[config.mk]
export PLATFORM = sky130hd
export DESIGN_NAME = rtkm_ram
export DESIGN_NICKNAME = d
export VERILOG_FILES = /design/src/rtl/core/rtkm_ram.sv
export SDC_FILE = /design/constraint.sdc
export NUM_CORES = 1
export LEC_CHECK = 0
export BUFFER_PORTS_ARGS = -buffer_cell sky130_fd_sc_hd__buf_2
export CAP_MARGIN = 20
export CORE_MARGIN = 10
export CORE_UTILIZATION = 65
export DETAILED_ROUTE_END_ITERATION = 8
export GPL_TIMING_DRIVEN = 0
export PLACE_DENSITY_LB_ADDON = 0.08
export SLEW_MARGIN = 40
export SYNTH_ARGS = -nofsm -noshare
export SYNTH_HDL_FRONTEND = slang
export SYNTH_SLANG_ARGS = --single-unit
[constraint.sdc]
create_clock -name aclk -period 5.13 [get_ports aclk]
set_input_delay 0.7695 -clock aclk [delete_from_list [all_inputs] [get_ports aclk]]
set_output_delay 0.7695 -clock aclk [all_outputs]
set_load 0.005 [all_outputs]
[src/rtl/core/rtkm_ram.sv]
// Generic single-port RAM with registered read.
module rtkm_ram #(
    parameter int WIDTH = 8,
    parameter int DEPTH = 16
) (
    input  logic                     aclk,
    input  logic                     we,
    input  logic [$clog2(DEPTH)-1:0] addr,
    input  logic [WIDTH-1:0]         wdata,
    output logic [WIDTH-1:0]         rdata
);

    logic [WIDTH-1:0] mem [DEPTH];

    always_ff @(posedge aclk) begin
        if (we) begin
            mem[addr] <= wdata;
        end
        rdata <= mem[addr];
    end

endmodule

==> results.yml, run 1 <==
power:
  power.density_nw_per_um2: 438
  clkPwrFrac: 0.472
  sw_frac_of_total: 0.192
  power.net_switching_w: 0.000497
  p_leak_nw: 1.94
  cellInternalPower_w: 0.00210
  vdd_drop_max_mv: 0.296
  seq_power_share: 0.482
  comb_power_share: 0.046
floorplan:
  fp.dieArea_um2: 11700
  die_x_um: 108
  die_height_um: 108
  rows: 32
  initial_core_util: 0.663
  core_area_um2: 7650
  io_pins: 22
worst_setup_path:
  required_ns: 5.27
  startpoint_type: "input pin"
  crit_arrival_ns: 2.55
  end_kind: "flop"
  worst-setup-path-type: "in2reg"
  crit_fanout: 10
  crit_path_cell_trace: "buf_2 > buf_1 > nand2_1 > nor2_1"
  cpLargestDelayFamily: "simple AND/OR/NAND/NOR gates"
  slowest_stage: "nor2_1"
  critPathMaxStageDelay_ns: 0.68
  critPathBufInv: 2
logic_synthesis:
  synth-edff-count: 128
  synth_fp_nets: 244
  synth_cell_type_count: 18
  synth_top_area_cell: "edfxtp_1"
  seq_area_frac_synth: 0.790
  synth-seq-cells: 136
  synth.avg_cell_area_um2: 22.0
  synthTopCellsByCount: "edfxtp_1 (128), mux4_2 (32), a22oi_1 (16), nor2_1 (13), nand2_1 (9)"
  async_flop_share: 0
  synth_ff_type: "edfxtp_1"
  ys_top_cells_by_area: "edfxtp_1 (76%), mux4_2 (14%), dfxtp_1 (3.2%), a22oi_1 (2.4%), nor2_1 (0.96%)"
  yosysMostFrequentCell: "edfxtp_1"
  synth_cells: 230
  yosys.area.top_type_share: 0.759
  yosysWarningCount: 0
  synth_area_um2: 5070
placement:
  port_buffers: 19
  gp_congestion: 0.722
  hpwl_um: 6180
  placed_cell_area_um2: 5310
global_routing:
  grt_max_degree: 17
  overflow: 0
  antenna_found_initial: 0
  grt_pass1_vias: 2552
  grt_pass1_wl_um: 15600
  track_usage: 0.189
sta:
  drv_slew: 0
  worst_slew_pin_slew_ns: 0.796
  grt_setup_unrepaired: "false"
  period_share: 0.469
  max_slew_margin: 0.467
  timing.fmax_mhz: 416
  finalClockSkew_ns: 0.00517
  period_minus_slack_ns: 2.41
  setup_viol: 0
  timing.final.hold_violations: 0
  fin_setup_tns_ns: 0
detailed_routing:
  drt_iter0_markers: 187
  wirelength_um: 10300
  avgRoutedWirePerCell_um: 26.9
  drc: 0
  via_count: 2417
  antenna_left: 0
  viasPerCell: 6.31
  firstDrtPassIters: 5
cts:
  clk_pin_slew_worst_paths_ns: 0.06
  postCtsSetupRepairBufs: 0
  cts_tree: "yes"
  cts_made_buffers: 17
  cts_root_buffer: "clkbuf_8"
  ctsLongestPathBuffers: 2
  post_cts_resized: 0
  cts.sinks: 136
  htreeDepth: 4
  insertion_delay_ns: 0.51
  cts_hold_buffers: 0
layout:
  area_growth_pct: 16.9
  drive_gt1_frac: 0.320
  nets: 282
  fin_area_um2: 5920
  n_antenna_cell: 0
hold_path:
  hold_path.class: "in2reg"
run:
  drv_cap: 0
run_status:
  status: "complete, no violations"
-- through the flow --
step / total power [W] / instances / setup WS [ns] / util / hold WS [ns]
2_1_floorplan: 0.00134 / 230 / 2.87 / - / 0.635
3_3_place_gp: 0.00138 / 351 / 2.29 / 0.692 / 0.673
3_5_place_dp: 0.00139 / 351 / 2.22 / 0.694 / 0.682
4_1_cts: 0.00259 / 383 / 2.72 / 0.774 / 0.661
5_1_grt: 0.00265 / 383 / 2.56 / 0.774 / 0.658
6_report: 0.00259 / 383 / 2.72 / 0.774 / 0.659
-- per-layer routing --
metal  global-route usage  part of all wire  wire [µm]  vias to the layer above
met3               0.0541             0.070        724                       14
met5                    0                 0          0                        -
met2                0.298              0.51       5270                      125
li1                     -                 -          -                     1036
met1                0.245              0.40       4140                     1242
met4               0.0763             0.016        167                        0
-- cells in the final DEF (no fill, tap or decap), types with 2 or more instances in the layout --
master,count
edfxtp_1,128
mux4_2,32
buf_2,21
a22oi_1,16
clkbuf_16,16
nor2_1,12
nand2_1,9
dfxtp_1,8
clkbuf_1,6
clkbuf_8,6
buf_1,4
nor3_2,4
bufinv_16,3
nor2b_1,2
buf_6,2
nand3b_1,2
nand2b_1,2
-- path summary, 6_finish.rpt --
kind	to	start	slack (ns)	cells past startpoint
worst max-delay path	mem[3][6]	addr[1]	2.72	4
worst min-delay path	mem[5][6]	wdata[6]	0.66	1
worst min register to register	rdata[2]	mem[4][2]	0.71	3
worst max register to register	rdata[1]	mem[11][1]	3.71	3
-- final cells by class --
type | count | area (µm²)
plain buffers | 11 | 60.1
clock buffers | 26 | 498
clock inverters | 6 | 111
fillers | 386 | 1730
multi-input cells | 83 | 1030
flip-flops and latches | 136 | 4000
well taps | 102 | 128
repair buffers | 19 | 95.1
-- cell families (layout without fill, tap and decap cells) --
kind of cell,Yosys count,in the layout,share of synthesized area
muxes,32,32,0.142
and+or+nand+nor,35,35,0.0321
AOI/OAI and AO/OA,16,16,0.0237
buffers and inverters,11,62,0.0119
DFF,136,136,0.790
-- worst register-to-register path, cell delays in order, from the launching register on --
cell and delay [ns]:
edfxtp_1 0.36, mux4_2 0.49, a22oi_1 0.37, nand2_1 0.08
-- power by group through the flow --
stage                     logic (W)  registers [W]  clock network [W]
after floorplan           0.0000640        0.00127                  0
after global placement     0.000112        0.00127                  0
after detailed placement   0.000116        0.00127                  0
after CTS                  0.000119        0.00125            0.00122
after global routing       0.000127        0.00125            0.00127
final                      0.000118        0.00125            0.00122
-- state kept, by name, indices dropped and copies added, names as in the netlist --
| name | cells |
|---|---|
| rdata | 8 |
| mem | 128 |
Power figures use the tool's default switching activity.
==> run 2, diff against run 1 <==
--- a/config.mk
+++ b/config.mk
@@ -8,7 +8,7 @@
 export BUFFER_PORTS_ARGS = -buffer_cell sky130_fd_sc_hd__buf_2
 export CAP_MARGIN = 20
 export CORE_MARGIN = 10
-export CORE_UTILIZATION = 65
+export CORE_UTILIZATION = 54
 export DETAILED_ROUTE_END_ITERATION = 8
 export GPL_TIMING_DRIVEN = 0
 export PLACE_DENSITY_LB_ADDON = 0.08
==> constraint.sdc (replaced) <==
create_clock -name aclk -period 2 [get_ports aclk]
set_input_delay 0.3 -clock aclk [delete_from_list [all_inputs] [get_ports aclk]]
set_output_delay 0.3 -clock aclk [all_outputs]
set_load 0.005 [all_outputs]
==> run 2 against run 1 <==
  * The run now ends with negative setup slack left
  * Clock-buffer cell count fell by 7
  * Final area is essentially flat
  * Combinational power increased to 2.5 times the previous value
  * Critical endpoint is now mem[14][4]
  * Core utilization shrank 13 points
  * Clock power grew 150%
  * Critical path depth did not move
  * Global-route usage decreased by 3.3 points
  * Worst setup slack worse by 2.7 ns
==> results.yml, run 2 (synthesis results as in run 1) <==
cts:
  cts_tree: "yes"
  cts.sinks: 136
  htreeDepth: 4
  insertion_delay_ns: 0.52
  cts_made_buffers: 17
  ctsLongestPathBuffers: 2
  cts_hold_buffers: 0
  clk_pin_slew_worst_paths_ns: 0.06
  post_cts_resized: 0
  postCtsSetupRepairBufs: 0
  cts_root_buffer: "clkbuf_8"
worst_setup_path:
  crit_arrival_ns: 2.15
  crit_path_start: "addr[1]"
  crit_cells: 4
  cpLargestDelayFamily: "simple AND/OR/NAND/NOR gates"
  worst-setup-path-type: "in2reg"
  required_ns: 2.14
  reg2reg_from: "mem[11][3]"
  crit_fanout: 10
  crit_path_cell_trace: "buf_2 > buf_1 > nand2b_1 > nor2_1"
  startpoint_type: "input pin"
  end_kind: "flop"
  critPathBufInv: 2
  critPathMaxStageDelay_ns: 0.67
  rr_worst_depth: 3
  slowest_stage: "nor2_1"
detailed_routing:
  firstDrtPassIters: 6
  drc: 0
  via_count: 2312
  avgRoutedWirePerCell_um: 24.3
  viasPerCell: 5.90
  wirelength_um: 9520
  antenna_left: 0
  drt_iter0_markers: 209
global_routing:
  grt_busiest_layer: "met2"
  grt_max_degree: 17
  use_met1: 0.219
  antenna_found_initial: 0
  grt_pass1_vias: 2514
  grt_pass1_wl_um: 15100
  gr-usage-met3: 0.0464
  track_usage: 0.156
  overflow: 0
  grt_use_met2: 0.227
floorplan:
  fp.dieArea_um2: 13700
  io_pins: 22
  die_height_um: 117
  core_area_um2: 9200
  initial_core_util: 0.551
  die_x_um: 117
  rows: 35
power:
  power.total_w: 0.00652
  power.density_nw_per_um2: 1100
  p_leak_nw: 1.92
  vdd_drop_max_mv: 0.784
sta:
  fin_ws_ns: -0.0157
  period_share: 1.01
  grt_setup_unrepaired: "true"
  max_slew_margin: 0.456
  finalClockSkew_ns: 0.00719
  fin_setup_tns_ns: -0.0793
  timing.final.hold_violations: 0
  period_minus_slack_ns: 2.02
  setup_viol: 8
  timing.fmax_mhz: 496
  worst_slew_pin_slew_ns: 0.816
  hold_ws_ns: 0.189
  drv_slew: 0
hold_path:
  min_path_cells: 1
  hp-start: "wdata[2]"
  hold_path.class: "in2reg"
layout:
  largest_reg_flops: 128
  drive_gt1_frac: 0.327
  area_growth_pct: 16.8
  final_cell_mix: "edfxtp_1 (128), mux4_2 (32), buf_2 (21)"
  layout_commonest_cell: "edfxtp_1"
  nets: 282
  largest_register: "mem"
  n_antenna_cell: 0
  top_regs: "mem (128), rdata (8)"
  fin_util: 0.644
run_status:
  violations: "negative setup slack"
  status: "complete, but fails checks"
run:
  drv_cap: 0
placement:
  port_buffers: 19
  hpwl_um: 6090
  gp_congestion: 0.734
## run 2: cell type report
cell class                      instances  area, µm²
Clock buffer                           19        422
Clock inverter                         13        156
Timing Repair Buffer                   19       95.1
Buffer                                 11       60.1
Fill cell                             633       3280
Sequential cell                       136       4000
Tap cell                              111        139
Multi-Input combinational cell         83       1040
## run 2: power by group
| group | leakage (nW) | switching (W) | internal, W | total [W] |
|---|---|---|---|---|
| combinational | 0.426 | 0.000179 | 0.000121 | 0.000299 |
| clock | 0.273 | 0.00113 | 0.00189 | 0.00302 |
| sequential | 1.22 | 0.0000146 | 0.00319 | 0.00320 |
## run 2: path summary, 6_finish.rpt
path         slack, ns         end
max              -0.02  mem[14][4]
min               0.19   mem[5][2]
max reg2reg       0.65    rdata[3]
min reg2reg       0.68    rdata[6]
## run 2: metal layers
layer  vias to the layer above  routed length (µm)
met2                        81                4610
met3                        10                 723
met1                      1178                4110
met5                         -                   0
met4                         0                  84
li1                       1043                   -
## run 2: per-stage QoR
stage	std cells	setup WS, ns	cell area, µm²
after floorplan	230	0.207	5070
after global placement	360	-0.434	5300
after detailed placement	360	-0.444	5320
after CTS	392	0.0888	5900
after global routing	392	-0.0895	5920
final	392	-0.0157	5920
==> run 3, diff against run 2 <==
--- a/config.mk
+++ b/config.mk
@@ -7,8 +7,10 @@
 export LEC_CHECK = 0
 export BUFFER_PORTS_ARGS = -buffer_cell sky130_fd_sc_hd__buf_2
 export CAP_MARGIN = 20
+export CELL_PAD_IN_SITES_DETAIL_PLACEMENT = 0
+export CELL_PAD_IN_SITES_GLOBAL_PLACEMENT = 1
 export CORE_MARGIN = 10
-export CORE_UTILIZATION = 54
+export CORE_UTILIZATION = 48
 export DETAILED_ROUTE_END_ITERATION = 8
 export GPL_TIMING_DRIVEN = 0
 export PLACE_DENSITY_LB_ADDON = 0.08
==> run 3 against run 2 <==
  * The flow now finishes without violations
  * Cell count grew 6.4%
  * Register-to-register slack about the same
  * Wire length rose by 4.7%
  * Non-clock buffer count did not move
  * Clock-buffer cell count unchanged
  * Critical endpoint is now mem[7][0]
  * Largest cell class unchanged
  * Highest routed layer unchanged
==> results.yml, run 3 (synthesis results as in run 1) <==
worst_setup_path:
  rr_worst_depth: 3
  crit_path_start: "addr[1]"
  reg2reg_slack_ns: 0.65
  crit_fanout: 10
  startpoint_type: "input pin"
  crit_arrival_ns: 2.06
  timing.rr.end: "rdata[2]"
  worst-setup-path-type: "in2reg"
  critPathCapture: "mem[7][0]"
  reg2reg_from: "mem[15][2]"
  required_ns: 2.14
  end_kind: "flop"
layout:
  layout_commonest_cell: "edfxtp_1"
  area_growth_pct: 18.3
  final_cell_mix: "edfxtp_1 (128), mux4_2 (32), buf_2 (21)"
  n_antenna_cell: 0
  largest_reg_flops: 128
  multi_input_area_um2: 1030
  regArea_um2: 4000
  drive_gt1_frac: 0.338
  finalNonFillerCells: 417
  nets: 282
  largest_register: "mem"
  fill_cells: 767
  fin_util: 0.581
  top_regs: "mem (128), rdata (8)"
sta:
  period_minus_slack_ns: 1.92
  fin_ws_ns: 0.0849
  timing.final.hold_violations: 0
  drv_slew: 0
  max_slew_margin: 0.465
  worst_slew_pin_slew_ns: 0.800
  timing.fmax_mhz: 522
  finalClockSkew_ns: 0.00620
  grt_setup_unrepaired: "true"
  setup_viol: 0
  period_share: 0.958
detailed_routing:
  avgRoutedWirePerCell_um: 23.9
  wirelength_um: 9970
  drt_iter0_markers: 185
  via_count: 2314
  drc: 0
  firstDrtPassIters: 4
  viasPerCell: 5.55
  antenna_left: 0
cts:
  htreeDepth: 4
  clk_pin_slew_worst_paths_ns: 0.06
  insertion_delay_ns: 0.52
  cts_tree: "yes"
  ctsLongestPathBuffers: 2
  cts_made_buffers: 17
  cts_root_buffer: "clkbuf_8"
  cts.sinks: 136
floorplan:
  die_height_um: 123
  rows: 37
  die_x_um: 123
  core_area_um2: 10300
  io_pins: 22
  fp.dieArea_um2: 15100
  initial_core_util: 0.491
placement:
  dp_cells: 385
  hpwl_um: 6290
  gp_congestion: 0.730
  port_buffers: 19
  place_ws_ns: -0.465
global_routing:
  grt_pass1_wl_um: 15000
  grt_max_degree: 17
  track_usage: 0.142
  overflow: 0
  antenna_found_initial: 0
  grt_pass1_vias: 2429
hold_path:
  hold_path.class: "in2reg"
run:
  drv_cap: 0
power:
  power.total_w: 0.00679
  vdd_drop_max_mv: 0.545
  p_leak_nw: 1.95
  power.density_nw_per_um2: 1130
run_status:
  status: "complete, no violations"
==> run 3: cell types whose count changed in the layout (fill, tap and decap cells not counted), sizes merged <==
cell	before	now
bufinv	3	5
clkinv	6	5
inv	1	0
==> run 3: power breakdown <==
| part | switching, W | internal [W] | leakage (nW) | total (W) |
|---|---|---|---|---|
| clock network | 0.00111 | 0.00217 | 0.304 | 0.00329 |
| logic | 0.000182 | 0.000121 | 0.421 | 0.000303 |
| registers | 0.0000152 | 0.00319 | 1.22 | 0.00320 |
| total | 0.00131 | 0.00548 | 1.95 | 0.00679 |
==> run 3: cell type report <==
cell class | instances | area share
buffer | 11 | 0.0100
clock buffer | 19 | 0.0720
clock inverter | 13 | 0.0336
multi-input combinational | 83 | 0.172
sequential | 136 | 0.668
tap | 136 | 0.0284
timing repair buffer | 19 | 0.0159
==> run 3: critical path: stages <==
cell	delay (ns)
buf_2	0.27
buf_1	0.52
nand2_1	0.29
nor2_1	0.68
==> run 3: routing by layer <==
layer	GRT usage	up-vias	wire length, µm
li1	-	1040	-
met1	0.192	1216	4670
met2	0.216	44	4790
met3	0.0331	14	351
met4	0.0663	0	163
met5	0	-	0
==> run 3: worst min-delay path by stage <==
stage	startpoint	cells past startpoint	to
floorplan	wdata[0]	0	mem[0][0]
global placement	mem[10][4]	3	rdata[4]
detailed placement	mem[11][4]	3	rdata[4]
CTS	wdata[6]	1	mem[0][6]
global route	wdata[4]	1	mem[6][4]
finish	wdata[3]	1	mem[6][3]
==> run 3: timing repair <==
| item | in CTS | in global routing |
|---|---|---|
| resized for setup | 0 | 1 |
| buffers inserted | 0 | 0 |
| hold buffers | 0 | 0 |
| endpoints found under the setup margin | 0 | 20 |
==> run 3: stage by stage <==
step	hold WS (ns)	area, µm²	TNS (ns)
after floorplan	0.399	5070	0
after global placement	0.674	5330	-38.87
after detailed placement	0.677	5350	-35.43
after CTS	0.184	5990	0
after global routing	0.191	5990	-1.34
final	0.191	5990	0
